===== src/sv/lrcfe_pkg.sv =====
// Package for the LRC command frame encoder: item, job and state types,
// frame constants, error codes and the LRC helper. No dependencies.
`timescale 1ns / 1ps
`default_nettype none
package lrcfe_pkg;

  localparam logic [7:0]  SOF_BYTE         = 8'h11;
  localparam int unsigned FRAME_OVERHEAD   = 10;
  localparam int unsigned FRAME_BUFFER_DEF = 64;
  localparam int unsigned IDX_W            = 4;

  localparam logic [IDX_W-1:0] HDR_LAST_IDX      = IDX_W'(FRAME_OVERHEAD - 2);
  localparam logic [IDX_W-1:0] HDR_LAST_IDX_NOPL = IDX_W'(FRAME_OVERHEAD - 1);

  localparam logic [1:0] ERR_NONE     = 2'd0;
  localparam logic [1:0] ERR_LENGTH   = 2'd1;
  localparam logic [1:0] ERR_NO_FRAME = 2'd2;

  localparam logic MODE_START   = 1'b0;
  localparam logic MODE_PAYLOAD = 1'b1;

  typedef enum logic [1:0] {
    JOB_HEADER,
    JOB_SINGLE,
    JOB_BYTE_LRC
  } job_kind_t;

  typedef struct packed {
    logic        mode;
    logic [15:0] command_code;
    logic [15:0] payload_length;
    logic [7:0]  payload_byte;
  } item_t;

  typedef struct packed {
    logic        frame_open;
    logic [15:0] bytes_remaining;
    logic [7:0]  payload_sum;
  } state_t;

  typedef struct packed {
    job_kind_t        kind;
    logic [IDX_W-1:0] last_idx;
    logic [15:0]      cmd;
    logic [15:0]      len;
    logic [7:0]       data;
    logic [7:0]       lrc;
    logic [1:0]       err;
  } job_t;

  // Two's complement of an 8-bit sum.
  function automatic logic [7:0] lrc_of(input logic [7:0] sum);
    return 8'(~sum + 8'd1);
  endfunction

endpackage
`default_nettype wire


===== src/sv/lrcfe_if.sv =====
// Valid/ready channel interfaces for the frame encoder input and result words.
// No dependencies.
`timescale 1ns / 1ps
`default_nettype none
interface lrcfe_in_if;
  logic        valid;
  logic        ready;
  logic        mode;
  logic [15:0] command_code;
  logic [15:0] payload_length;
  logic [7:0]  payload_byte;

  modport source (output valid, mode, command_code, payload_length, payload_byte,
                  input ready);
  modport sink   (input valid, mode, command_code, payload_length, payload_byte,
                  output ready);
endinterface

interface lrcfe_out_if;
  logic       valid;
  logic       ready;
  logic [7:0] frame_byte;
  logic       frame_end;
  logic [1:0] error_code;

  modport source (output valid, frame_byte, frame_end, error_code, input ready);
  modport sink   (input valid, frame_byte, frame_end, error_code, output ready);
endinterface
`default_nettype wire


===== src/sv/lrcfe_decode.sv =====
// Item decoder: from one input word and the frame state, builds the result job
// and the next frame state. Depends on lrcfe_pkg.
`timescale 1ns / 1ps
`default_nettype none
module lrcfe_decode
  import lrcfe_pkg::*;
#(
  parameter int unsigned FRAME_BUFFER = FRAME_BUFFER_DEF
)
(
  input  item_t  item,
  input  state_t cur,
  output state_t nxt,
  output job_t   job
);

  logic [16:0] len_total;
  logic        len_bad;
  logic [7:0]  hdr_sum;
  logic [7:0]  sum_upd;
  logic [15:0] rem_upd;

  assign len_total = {1'b0, item.payload_length} + 17'(FRAME_OVERHEAD);
  assign len_bad   = len_total > 17'(FRAME_BUFFER);
  assign hdr_sum   = 8'(item.command_code[15:8] + item.command_code[7:0]
                        + item.payload_length[15:8] + item.payload_length[7:0]);
  assign sum_upd   = 8'(cur.payload_sum + item.payload_byte);
  assign rem_upd   = 16'(cur.bytes_remaining - 16'd1);

  always_comb begin
    nxt          = cur;
    job.kind     = JOB_SINGLE;
    job.last_idx = '0;
    job.cmd      = item.command_code;
    job.len      = item.payload_length;
    job.data     = 8'h00;
    job.lrc      = lrc_of(hdr_sum);
    job.err      = ERR_NONE;
    if (item.mode == MODE_START) begin
      if (len_bad) begin
        nxt     = '0;
        job.err = ERR_LENGTH;
      end else begin
        job.kind        = JOB_HEADER;
        nxt.payload_sum = 8'h00;
        if (item.payload_length == 16'd0) begin
          job.last_idx        = HDR_LAST_IDX_NOPL;
          nxt.frame_open      = 1'b0;
          nxt.bytes_remaining = 16'd0;
        end else begin
          job.last_idx        = HDR_LAST_IDX;
          nxt.frame_open      = 1'b1;
          nxt.bytes_remaining = item.payload_length;
        end
      end
    end else if (!cur.frame_open) begin
      job.err = ERR_NO_FRAME;
    end else begin
      job.data            = item.payload_byte;
      nxt.bytes_remaining = rem_upd;
      nxt.payload_sum     = sum_upd;
      if (rem_upd == 16'd0) begin
        job.kind        = JOB_BYTE_LRC;
        job.last_idx    = IDX_W'(1);
        job.lrc         = lrc_of(sum_upd);
        nxt.frame_open  = 1'b0;
        nxt.payload_sum = 8'h00;
      end
    end
  end

endmodule
`default_nettype wire


===== src/sv/lrcfe_emit.sv =====
// Result emitter: holds one job and steps through its result words, one per
// handshake on the result channel. Depends on lrcfe_pkg and lrcfe_out_if.
`timescale 1ns / 1ps
`default_nettype none
module lrcfe_emit
  import lrcfe_pkg::*;
(
  input  logic        clk,
  input  logic        rst_n,
  input  logic        load,
  input  job_t        job,
  output logic        free,
  lrcfe_out_if.source out_ch
);

  logic             job_valid_r, job_valid_nxt;
  job_t             job_r, job_nxt;
  logic [IDX_W-1:0] idx_r, idx_nxt;
  logic             last;
  logic             fire;

  assign last = idx_r == job_r.last_idx;
  assign fire = job_valid_r && out_ch.ready;
  assign free = !job_valid_r || (out_ch.ready && last);

  always_comb begin
    job_valid_nxt = job_valid_r;
    job_nxt       = job_r;
    idx_nxt       = idx_r;
    if (load) begin
      job_valid_nxt = 1'b1;
      job_nxt       = job;
      idx_nxt       = '0;
    end else if (fire && last) begin
      job_valid_nxt = 1'b0;
    end else if (fire) begin
      idx_nxt = IDX_W'(idx_r + 1'b1);
    end
  end

  always_ff @(posedge clk) begin
    if (!rst_n) begin
      job_valid_r <= 1'b0;
    end else begin
      job_valid_r <= job_valid_nxt;
    end
    job_r <= job_nxt;
    idx_r <= idx_nxt;
  end

  // Pick the current word of the held job.
  always_comb begin
    out_ch.frame_byte = 8'h00;
    out_ch.frame_end  = last;
    out_ch.error_code = job_r.err;
    case (job_r.kind)
      JOB_HEADER: begin
        case (idx_r)
          4'd0:    out_ch.frame_byte = SOF_BYTE;
          4'd1:    out_ch.frame_byte = lrc_of(SOF_BYTE);
          4'd2:    out_ch.frame_byte = job_r.cmd[15:8];
          4'd3:    out_ch.frame_byte = job_r.cmd[7:0];
          4'd6:    out_ch.frame_byte = job_r.len[15:8];
          4'd7:    out_ch.frame_byte = job_r.len[7:0];
          4'd8:    out_ch.frame_byte = job_r.lrc;
          default: out_ch.frame_byte = 8'h00;
        endcase
      end
      JOB_BYTE_LRC: begin
        out_ch.frame_byte = last ? job_r.lrc : job_r.data;
      end
      default: begin
        out_ch.frame_byte = job_r.data;
      end
    endcase
  end

  assign out_ch.valid = job_valid_r;

endmodule
`default_nettype wire


===== src/sv/lrc_command_frame_encoder.sv =====
// Top level of the LRC command frame encoder: input word register, frame
// state, decoder and result emitter. Depends on lrcfe_pkg, lrcfe_if, lrcfe_decode, lrcfe_emit.
//
// Usage:
//  - in_ch carries input words: mode 0 starts a frame (command_code,
//    payload_length), mode 1 carries one payload_byte. A word is taken at a
//    rising edge with valid and ready both high.
//  - out_ch carries result words (frame_byte, frame_end, error_code).
//    frame_end marks the last result word caused by an input word.
//  - A start word yields nine header words (ten with an empty payload, the
//    tenth being the zero payload LRC). A payload word yields one word, or
//    two on the last byte (byte then payload LRC). Errors yield one word.
//  - Path: an input word passes through the input register, then the
//    emitter's job register, before its first result word can be taken.
//  - Throughput: one result word per cycle while out_ch is ready, set by the
//    emitter's single output port; payload words therefore stream at one per
//    cycle, and the emitter takes a new job only once the last word of the
//    current one is taken.
//  - When out_ch stalls, the emitter holds its word, one more input word
//    waits in the input register, and in_ch.ready drops after that.
//  - Synchronous reset clears the frame state (no frame open) and empties
//    both the input register and the emitter.
`timescale 1ns / 1ps
`default_nettype none
module lrc_command_frame_encoder
  import lrcfe_pkg::*;
#(
  parameter int unsigned FRAME_BUFFER = FRAME_BUFFER_DEF
)
(
  input  logic        clk,
  input  logic        rst_n,
  lrcfe_in_if.sink    in_ch,
  lrcfe_out_if.source out_ch
);

  logic   in_valid_r, in_valid_nxt;
  item_t  item_r, item_nxt;
  state_t state_r, state_nxt, state_dec;
  job_t   job;
  logic   emit_free;
  logic   take;
  logic   accept;

  // Move the held word into the emitter as soon as it frees up.
  assign take        = in_valid_r && emit_free;
  assign in_ch.ready = !in_valid_r || emit_free;
  assign accept      = in_ch.valid && in_ch.ready;

  always_comb begin
    in_valid_nxt = in_valid_r;
    item_nxt     = item_r;
    state_nxt    = state_r;
    if (take) begin
      state_nxt    = state_dec;
      in_valid_nxt = 1'b0;
    end
    if (accept) begin
      in_valid_nxt            = 1'b1;
      item_nxt.mode           = in_ch.mode;
      item_nxt.command_code   = in_ch.command_code;
      item_nxt.payload_length = in_ch.payload_length;
      item_nxt.payload_byte   = in_ch.payload_byte;
    end
  end

  always_ff @(posedge clk) begin
    if (!rst_n) begin
      in_valid_r <= 1'b0;
      state_r    <= '0;
    end else begin
      in_valid_r <= in_valid_nxt;
      state_r    <= state_nxt;
    end
    item_r <= item_nxt;
  end

  lrcfe_decode #(
    .FRAME_BUFFER (FRAME_BUFFER)
  ) u_decode (
    .item (item_r),
    .cur  (state_r),
    .nxt  (state_dec),
    .job  (job)
  );

  lrcfe_emit u_emit (
    .clk    (clk),
    .rst_n  (rst_n),
    .load   (take),
    .job    (job),
    .free   (emit_free),
    .out_ch (out_ch)
  );

endmodule
`default_nettype wire


===== src/flat_wrapper.sv =====
// flat-port wrapper written by rule: the top's interface ports become plain ports
module lrc_command_frame_encoder_flat import lrcfe_pkg::*;
#(
  parameter int unsigned FRAME_BUFFER = FRAME_BUFFER_DEF
)
  (clk, rst_n, in_ch_valid, in_ch_mode, in_ch_command_code, in_ch_payload_length, in_ch_payload_byte, in_ch_ready, out_ch_valid, out_ch_frame_byte, out_ch_frame_end, out_ch_error_code, out_ch_ready);
  lrcfe_in_if in_ch_i ();
  lrcfe_out_if out_ch_i ();
  input  logic clk;
  input  logic rst_n;
  input wire logic [$bits(in_ch_i.valid)-1:0] in_ch_valid;
  input wire logic [$bits(in_ch_i.mode)-1:0] in_ch_mode;
  input wire logic [$bits(in_ch_i.command_code)-1:0] in_ch_command_code;
  input wire logic [$bits(in_ch_i.payload_length)-1:0] in_ch_payload_length;
  input wire logic [$bits(in_ch_i.payload_byte)-1:0] in_ch_payload_byte;
  output wire logic [$bits(in_ch_i.ready)-1:0] in_ch_ready;
  output wire logic [$bits(out_ch_i.valid)-1:0] out_ch_valid;
  output wire logic [$bits(out_ch_i.frame_byte)-1:0] out_ch_frame_byte;
  output wire logic [$bits(out_ch_i.frame_end)-1:0] out_ch_frame_end;
  output wire logic [$bits(out_ch_i.error_code)-1:0] out_ch_error_code;
  input wire logic [$bits(out_ch_i.ready)-1:0] out_ch_ready;
  assign in_ch_i.valid = in_ch_valid;
  assign in_ch_i.mode = in_ch_mode;
  assign in_ch_i.command_code = in_ch_command_code;
  assign in_ch_i.payload_length = in_ch_payload_length;
  assign in_ch_i.payload_byte = in_ch_payload_byte;
  assign in_ch_ready = in_ch_i.ready;
  assign out_ch_valid = out_ch_i.valid;
  assign out_ch_frame_byte = out_ch_i.frame_byte;
  assign out_ch_frame_end = out_ch_i.frame_end;
  assign out_ch_error_code = out_ch_i.error_code;
  assign out_ch_i.ready = out_ch_ready;
  lrc_command_frame_encoder #(.FRAME_BUFFER(FRAME_BUFFER)) u_core (.clk(clk), .rst_n(rst_n), .in_ch(in_ch_i), .out_ch(out_ch_i));
endmodule

===== config.mk =====
export PLATFORM = sky130hd
export DESIGN_NAME = lrc_command_frame_encoder_flat
export DESIGN_NICKNAME = d
export VERILOG_FILES = /design/src/sv/lrcfe_pkg.sv /design/src/sv/lrcfe_if.sv /design/src/sv/lrcfe_decode.sv /design/src/sv/lrcfe_emit.sv /design/src/sv/lrc_command_frame_encoder.sv /design/src/flat_wrapper.sv
export SDC_FILE = /design/constraint.sdc
export NUM_CORES = 1
export LEC_CHECK = 0
export ABC_AREA = 1
export BUFFER_PORTS_ARGS = -buffer_cell sky130_fd_sc_hd__buf_2
export CORE_MARGIN = 3
export CORE_UTILIZATION = 61
export DETAILED_ROUTE_END_ITERATION = 7
export GPL_ROUTABILITY_DRIVEN = 0
export HOLD_SLACK_MARGIN = 0.02
export PLACE_DENSITY = 0.92
export SYNTH_ARGS = -nofsm -noshare
export SYNTH_HDL_FRONTEND = slang
export SYNTH_SLANG_ARGS = --single-unit

===== constraint.sdc =====
create_clock -name clk -period 3.8 [get_ports clk]
set_input_delay 0.19 -clock clk [delete_from_list [all_inputs] [get_ports clk]]
set_output_delay 0.19 -clock clk [all_outputs]
set_load 0.02 [all_outputs]

==> results.json, run 1 <==
{
  "drc_errors": 0,
  "antenna_found_initial": 0,
  "antenna_cells": 0,
  "p_clk_frac": 0.378,
  "start_util": 0.627,
  "p_int_mw": 2.98,
  "synth_top_cell_by_area": "edfxtp_1",
  "slew_viol_final": 0,
  "synthDistinctLibCells": 43,
  "drtPass1Iterations": 7,
  "detailed_place_hpwl_um": 13400,
  "swShare": 0.327,
  "postLayoutCoreUtil": 0.759,
  "grt_pass1_vias": 6500,
  "synth_edf_count": 95,
  "grt_first_pass_wirelength_um": 32900,
  "synth-async-reset-ratio": 0,
  "rows": 39,
  "crit_path_max_fanout": 3,
  "cts_tree": "yes",
  "grt-ovfl-total": 0,
  "clock_skew_ns": 0.0121,
  "crit_required_ns": 3.98,
  "finish.net_count": 1033,
  "clk_latency_ns": 0.44,
  "violations": "setup timing",
  "power_density_nw_per_um2": 507,
  "clock-root-buffer": "clkbuf_16",
  "power_leakage_nw": 3.95,
  "port_buffers": 57,
  "comb_power_share": 0.243,
  "switchingPower_mw": 1.45,
  "seq_power_share": 0.379,
  "netlist_area_um2": 7220,
  "ant_nets": 0,
  "die_y_um": 115,
  "ys_seq_elements": 126,
  "grt_max_degree": 42,
  "drt_wl_total_um": 21500,
  "end_kind": "register",
  "yosysWarnings": 0,
  "r2r_setup_slack_ns": -0.03,
  "wl_per_cell_um": 19.4,
  "status": "finished, violations left",
  "rsz0062_at_grt": "yes",
  "cp_data_arrival_time_ns": 4.01,
  "final_cells": 1106,
  "maxCapViolations": 0,
  "cts_max_level": 4,
  "syn_nets": 920,
  "power_mw": 4.43,
  "timing.rr.end": "u_core.u_emit.job_r[9]$_DFFE_PP_",
  "clk_pin_slew_ns": 0.07,
  "timing.rr.start": "u_core.item_r[17]$_DFFE_PP_",
  "grtUsageTotal": 0.331,
  "layout_min_cycle_time_ns": 3.83,
  "fin_area_um2": 8740,
  "holdPathStages": 3,
  "r2r_cells": 15,
  "setup_viol": 2,
  "area_delta_synth_final_pct": 21.0,
  "layout-drive-gt1-share": 0.141,
  "path_class": "reg2reg",
  "vias": 6803,
  "tightest_slew_ns": 1.01,
  "ys.flop_type": "edfxtp_1",
  "fmax_ghz": 0.261,
  "placedCellCount": 1030,
  "ys_seq_area_frac": 0.481,
  "hold_viol_final": 0,
  "min_to": "u_core.in_valid_r$_SDFFE_PN0P_",
  "relSlewSlack": 0.325,
  "placed_area_um2": 7680,
  "fin_ws_ns": -0.0260,
  "yosys-top-cells-area": "edfxtp_1 39%, nand2_1 9.6%, dfxtp_1 8.6%",
  "via_per_inst": 6.15,
  "clk_path_buf_depth": 2,
  "cts_buffers": 17,
  "ir_worst_vdd_uv": 536,
  "ios": 58,
  "avgSynthCellArea_um2": 8.63,
  "clock-sinks": 126,
  "drtIter0Drc": 1151,
  "die_w_um": 115,
  "period_share": 1.01,
  "dieArea_um2": 13200,
  "synth_top_area_frac": 0.395,
  "netlist_instances": 837,
  "hp-start": "in_ch_valid",
  "coreArea_um2": 11500,
  "hp-class": "in2reg",
  "cp-start-kind": "register"
}
## placed cells by master, fill, tap and decap left out, drive strengths merged, types with 17 or more instances in the layout
cell	count
a21oi	44
buf	69
clkbuf	17
dfxtp	31
dlygate4sd3	41
edfxtp	95
ha	23
inv	145
nand2	186
nand3	61
nand4	29
nor2	90
o21ai	36
## final cells by class
| cell class | count | area, µm² |
|---|---|---|
| Multi-Input combinational cell | 557 | 3170 |
| Inverter | 138 | 520 |
| Timing Repair Buffer | 110 | 798 |
| Tap cell | 143 | 179 |
| Sequential cell | 126 | 3470 |
| Fill cell | 703 | 2780 |
| Clock buffer | 17 | 425 |
| Clock inverter | 15 | 171 |
## power groups by stage
stage          clock network, mW  registers [mW]  logic, mW
2_1_floorplan                  0            1.68      0.661
3_3_place_gp                   0            1.70      0.842
3_5_place_dp                   0            1.70      0.888
4_1_cts                     1.66            1.67      0.945
5_1_grt                     1.73            1.68       1.17
6_report                    1.68            1.68       1.07
## per-stage QoR
stage | hold slack, ns | setup TNS (ns) | worst slack [ns]
final | 0.0510 | -0.0409 | -0.0260
after global routing | 0.0432 | -0.264 | -0.167
after CTS | 0.0390 | 0 | 0.0105
after detailed placement | 0.368 | 0 | 0.160
after global placement | 0.366 | 0 | 0.330
after floorplan | 0.289 | 0 | 0.456
## cells by family after synthesis
| kind of cell | after synthesis | share of synthesized area |
|---|---|---|
| AO/OA/AOI/OAI | 108 | 0.0892 |
| XOR/XNOR | 20 | 0.0242 |
| adder cells (fa/ha/maj) | 38 | 0.0814 |
| buffers and inverters | 154 | 0.0838 |
| flip-flops | 126 | 0.481 |
| AND/OR/NAND/NOR | 391 | 0.241 |
## critical path, stage by stage, from the launching register on
cell      delay, ns
edfxtp_1       0.46
inv_2          0.14
fa_2           0.48
fa_1           0.46
inv_1          0.08
ha_2           0.20
inv_1          0.08
fa_1           0.48
xnor2_2        0.20
inv_1          0.15
nand3_1        0.15
or2_4          0.28
o21ai_1        0.15
nand2_1        0.08
nand2_1        0.08
nand2_1        0.08
## Yosys cell counts (2+ instances only)
master and n:
o31ai_1 2, o22ai_1 4, o211ai_1 9, xor2_1 11, buf_2 5, o21ai_2 2, or2_2 5, nor4_1 4
clkbuf_1 6, xnor2_1 9, o21ai_0 22, o2111ai_1 2, o21ai_1 12, nor2_1 81, nand3b_1 4, edfxtp_1 95
nand2_1 185, a21oi_1 41, ha_1 23, clkinv_1 2, a21oi_2 3, nor3_1 11, nor2_8 2, nor2_2 6
nand3_1 59, a221oi_1 7, fa_1 15, buf_4 3, dfxtp_1 31, inv_2 4, nand4_1 29, inv_1 131
nand3_2 2
## worst max-delay path by stage
stage,end,from
after floorplan,u_core.u_emit.job_r[9]$_DFFE_PP_,u_core.item_r[9]$_DFFE_PP_
after global placement,u_core.u_emit.job_r[9]$_DFFE_PP_,u_core.item_r[17]$_DFFE_PP_
after detailed placement,u_core.u_emit.job_r[8]$_DFFE_PP_,u_core.item_r[17]$_DFFE_PP_
after CTS,u_core.u_emit.job_r[9]$_DFFE_PP_,u_core.item_r[17]$_DFFE_PP_
after global routing,u_core.u_emit.job_r[8]$_DFFE_PP_,u_core.item_r[17]$_DFFE_PP_
final,u_core.u_emit.job_r[9]$_DFFE_PP_,u_core.item_r[17]$_DFFE_PP_
## state kept, by name (all words and copies together) (netlist names)
register	count
u_core.item_r	41
u_core.state_r	25
u_core.u_emit.out_ch.error_code	2
u_core.u_emit.idx_r	4
u_core.in_valid_r	1
u_core.u_emit.job_r	52
u_core.u_emit.out_ch.valid	1
## per-layer routing
metal  vias to the layer above  wire length, µm  track usage
met4                         0             1210        0.164
li1                       3018                -            -
met3                       137             2460       0.0958
met2                       574            10100        0.542
met1                      3074             7710        0.404
met5                         -                0            0
## what timing repair did
item	4_1_cts	5_1_grt
setup buffers	0	3
pin swaps	0	4
hold endpoints to repair	41	0
hold buffers	41	0
cloned	0	0
resized for setup	1	9
setup endpoints to repair	1	3
Power figures use the tool's default switching activity.
==> run 2: changes to the inputs <==
CORE_MARGIN = unset   (was 3)
==> results.json, run 2 (synthesis gave the netlist of run 1 again) <==
{
  "grt-ovfl-total": 0,
  "top_regs": "u_core.u_emit.job_r: 52 flops, u_core.item_r: 41 flops, u_core.state_r: 25 flops",
  "violations": "DRC",
  "slowest_stage": "fa_1",
  "clk_pin_slew_ns": 0.06,
  "regMostFlops": "u_core.u_emit.job_r",
  "path_class": "reg2reg",
  "hold_viol_final": 0,
  "clock-root-buffer": "clkbuf_16",
  "n_fill_cell": 700,
  "finish.net_count": 1032,
  "grt_pass1_vias": 6299,
  "via_per_inst": 5.94,
  "drtPass1Iterations": 8,
  "rows": 39,
  "r2r_setup_slack_ns": 0.09,
  "drc_errors": 2,
  "clk_path_buf_depth": 2,
  "area_delta_synth_final_pct": 20.0,
  "power_mw": 4.24,
  "crit_path_max_fanout": 4,
  "clock-sinks": 126,
  "cp_top_family": "adder cells",
  "start_util": 0.630,
  "placedCellCount": 1029,
  "layout_min_cycle_time_ns": 3.71,
  "cp_data_arrival_time_ns": 3.89,
  "vias": 6559,
  "antenna_cells": 0,
  "ios": 58,
  "tightest_slew_ns": 1.02,
  "port_buffers": 57,
  "grt_first_pass_wirelength_um": 31300,
  "die_w_um": 111,
  "dieArea_um2": 12300,
  "cts_tree": "yes",
  "regArea_um2": 3470,
  "dp_slack_ns": 0.255,
  "die_y_um": 111,
  "clk_latency_ns": 0.42,
  "relSlewSlack": 0.322,
  "layout-drive-gt1-share": 0.130,
  "slew_viol_final": 0,
  "end_kind": "register",
  "placed_area_um2": 7660,
  "maxCapViolations": 0,
  "slowest_delay_ns": 0.57,
  "grt_max_degree": 44,
  "fmax_ghz": 0.270,
  "drt_wl_total_um": 19900,
  "path_cells": "fa_1 > inv_1 > fa_1 > inv_1 > ha_1 > inv_1 > fa_1 > nand3_1 > inv_1 > nand3_1 > or2_2 > o21ai_0 > nand2_1 > nand2_1 > nand2_1",
  "clock_skew_ns": 0.00869,
  "fin_ws_ns": 0.0922,
  "final_cell_mix": "185 x nand2_1, 130 x inv_1, 95 x edfxtp_1, 81 x nor2_1, 59 x nand3_1",
  "drtIter0Drc": 866,
  "crit_top_cell": "inv_1",
  "crit_required_ns": 3.98,
  "cts_max_level": 4,
  "ant_nets": 0,
  "grtUsageTotal": 0.334,
  "period_share": 0.976,
  "power_leakage_nw": 3.92,
  "wl_per_cell_um": 18.0,
  "postLayoutCoreUtil": 0.756,
  "fin_area_um2": 8670,
  "antenna_found_initial": 0,
  "status": "finished, violations left",
  "final_common_cell": "nand2_1",
  "final_cells": 1105,
  "crit_buf_inv": 4,
  "largest_reg_flops": 52,
  "cp-start-kind": "register",
  "setup_viol": 0,
  "coreArea_um2": 11500,
  "detailed_place_hpwl_um": 13000,
  "hp-class": "in2reg",
  "power_density_nw_per_um2": 489,
  "multi_input_area_um2": 3150,
  "ir_worst_vdd_uv": 425,
  "cts_buffers": 17
}
-- run 2: final timing paths --
kind                                       start  depth (start not counted)                                to
setup / recovery     u_core.item_r[16]$_DFFE_PP_                         15  u_core.u_emit.job_r[9]$_DFFE_PP_
setup reg to reg     u_core.item_r[16]$_DFFE_PP_                         15  u_core.u_emit.job_r[9]$_DFFE_PP_
hold reg to reg   u_core.state_r[5]$_SDFFE_PN0P_                          2    u_core.state_r[5]$_SDFFE_PN0P_
hold / removal                       in_ch_valid                          3    u_core.in_valid_r$_SDFFE_PN0P_
-- run 2: where the power goes --
group          total, mW  switching (mW)  internal, mW
clock network       1.56           0.571         0.992
registers           1.68          0.0711          1.61
logic              0.998           0.640         0.358
-- run 2: metrics by stage --
step	hold WS [ns]	setup TNS (ns)
finish	0.0488	0
global route	0.0622	-0.0247
detailed placement	0.368	0
CTS	0.0454	0
floorplan	0.289	0
global placement	0.366	0
-- run 2: what timing repair did --
item                                    4_1_cts  5_1_grt
endpoints found under the hold margin        41        0
endpoints found under the setup margin        0        1
setup buffers                                 0        3
hold buffers                                 41        0
resized for setup                             0        2
-- run 2: worst reg2reg max path, stage by stage, from the launching register on --
cell	delay [ns]
edfxtp_1	0.51
fa_1	0.46
inv_1	0.09
fa_1	0.42
inv_1	0.08
ha_1	0.20
inv_1	0.07
fa_1	0.57
nand3_1	0.16
inv_1	0.14
nand3_1	0.10
or2_2	0.32
o21ai_0	0.16
nand2_1	0.08
nand2_1	0.06
nand2_1	0.05
-- run 2: metal layers --
metal,up-vias,global-route usage,part of all wire
met5,-,0,0
met4,0,0.191,0.054
met3,117,0.0787,0.11
met2,465,0.536,0.47
met1,2953,0.415,0.37
li1,3024,-,-
-- run 2: layout make-up --
type,instances,share of cell area
sequential,126,0.401
multi-input combinational,557,0.364
timing repair buffer,109,0.0898
inverter,138,0.0600
clock buffer,24,0.0544
tap,143,0.0206
clock inverter,8,0.0107
==> run 3: changes to the inputs <==
CTS_BUF_LIST = sky130_fd_sc_hd__clkbuf_16   (was unset)
==> results.json, run 3 (synthesis gave the netlist of run 1 again) <==
{
  "drt_wl_total_um": 20200,
  "clk_path_buf_depth": 2,
  "rows": 39,
  "detailed_place_hpwl_um": 13000,
  "cts_tree": "yes",
  "hp-start": "in_ch_valid",
  "via_per_inst": 5.98,
  "power_density_nw_per_um2": 483,
  "antenna_found_initial": 0,
  "start_util": 0.630,
  "crit_path_max_fanout": 5,
  "layout_min_cycle_time_ns": 3.74,
  "die_w_um": 111,
  "ir_worst_vdd_uv": 429,
  "fmax_ghz": 0.267,
  "grt_first_pass_wirelength_um": 31500,
  "clock-sinks": 126,
  "cp_data_arrival_time_ns": 4.01,
  "drtIter0Drc": 832,
  "timing.rr.end": "u_core.u_emit.job_r[8]$_DFFE_PP_",
  "end_kind": "register",
  "cts_max_level": 4,
  "fin_area_um2": 8660,
  "period_share": 0.985,
  "final_cell_mix": "185 x nand2_1, 135 x inv_1, 95 x edfxtp_1, 81 x nor2_1, 59 x nand3_1",
  "fin_ws_ns": 0.0587,
  "cp-start-kind": "register",
  "final_common_cell": "nand2_1",
  "grtUsageTotal": 0.337,
  "ios": 58,
  "clock-root-buffer": "clkbuf_16",
  "antenna_cells": 0,
  "n_fill_cell": 709,
  "relSlewSlack": 0.310,
  "slew_viol_final": 0,
  "clk_pin_slew_ns": 0.06,
  "clock_skew_ns": 0.00947,
  "maxCapViolations": 0,
  "tightest_slew_ns": 1.03,
  "drc_errors": 0,
  "regMostFlops": "u_core.u_emit.job_r",
  "clk_latency_ns": 0.43,
  "crit_required_ns": 4.07,
  "ant_nets": 0,
  "die_y_um": 111,
  "wl_per_cell_um": 18.2,
  "port_buffers": 57,
  "grt_pass1_vias": 6335,
  "r2r_setup_slack_ns": 0.06,
  "layout-drive-gt1-share": 0.129,
  "r2r_cells": 14,
  "holdPathStages": 3,
  "timing.rr.start": "u_core.item_r[16]$_DFFE_PP_",
  "regArea_um2": 3470,
  "vias": 6609,
  "status": "finished clean",
  "setup_viol": 0,
  "hold_viol_final": 0,
  "drtPass1Iterations": 5,
  "dieArea_um2": 12300,
  "grt_max_degree": 44,
  "multi_input_area_um2": 3150,
  "path_class": "reg2reg",
  "grt-ovfl-total": 0,
  "coreArea_um2": 11500,
  "cts_buffers": 17,
  "placed_area_um2": 7660,
  "largest_reg_flops": 52,
  "finish.net_count": 1033,
  "postLayoutCoreUtil": 0.755,
  "hp-class": "in2reg",
  "area_delta_synth_final_pct": 19.8,
  "top_regs": "u_core.u_emit.job_r: 52 flops, u_core.item_r: 41 flops, u_core.state_r: 25 flops",
  "power_leakage_nw": 3.94,
  "dp_slack_ns": 0.255,
  "min_to": "u_core.in_valid_r$_SDFFE_PN0P_"
}
[run 3: changes by cell type in the layout (fill, tap and decap cells not counted)]
| cell | before | now |
|---|---|---|
| inv_1 | 130 | 135 |
| clkinv_1 | 2 | 4 |
| clkbuf_1 | 5 | 0 |
| clkbuf_8 | 2 | 0 |
| buf_4 | 11 | 12 |
[run 3: how the worst max path moves through the flow]
stage / startpoint / end / cells after the start
floorplan: u_core.item_r[9]$_DFFE_PP_ / u_core.u_emit.job_r[9]$_DFFE_PP_ / 14
global route: u_core.item_r[16]$_DFFE_PP_ / u_core.u_emit.job_r[9]$_DFFE_PP_ / 15
CTS: u_core.item_r[17]$_DFFE_PP_ / u_core.u_emit.job_r[9]$_DFFE_PP_ / 15
detailed placement: u_core.item_r[19]$_DFFE_PP_ / u_core.u_emit.job_r[9]$_DFFE_PP_ / 14
global placement: u_core.item_r[17]$_DFFE_PP_ / u_core.u_emit.job_r[9]$_DFFE_PP_ / 14
finish: u_core.item_r[16]$_DFFE_PP_ / u_core.u_emit.job_r[8]$_DFFE_PP_ / 14
[run 3: timing repair]
action,CTS,global route
hold endpoints to repair,41,0
hold buffers,41,0
setup buffers,0,4
endpoints found under the setup margin,0,2
gates resized for setup,0,2
[run 3: layer usage]
metal,track usage,part of all wire
met1,0.407,0.37
met2,0.547,0.47
met3,0.0984,0.11
met4,0.179,0.054
met5,0,0
[run 3: through the flow]
stage	cells	hold slack, ns	power (mW)	setup TNS [ns]
6_report	1106	0.0439	4.18	0
5_1_grt	1106	0.0578	4.34	-0.0573
4_1_cts	1102	0.0411	4.11	0
3_5_place_dp	1029	0.368	2.58	0
3_3_place_gp	1029	0.366	2.54	0
2_1_floorplan	837	0.289	2.34	0
[run 3: layout make-up]
class,instances,area share
Timing Repair Buffer,110,0.0908
Clock buffer,17,0.0491
Clock inverter,15,0.0137
Inverter,138,0.0601
Multi-Input combinational cell,557,0.364
Tap cell,143,0.0207
Sequential cell,126,0.401
[run 3: critical path, stage by stage, from the launching register on]
cell      delay (ns)
edfxtp_1        0.54
fa_1            0.47
inv_1           0.09
fa_1            0.42
inv_1           0.08
ha_1            0.18
inv_1           0.06
fa_1            0.39
o21ai_0         0.35
xor2_1          0.27
nor2_1          0.13
or2_2           0.30
nand2_1         0.08
nand2_1         0.06
a21oi_1         0.16
[run 3: where the power goes]
group | internal, mW | switching (mW)
sequential | 1.61 | 0.0706
clock | 0.938 | 0.574
combinational | 0.357 | 0.633
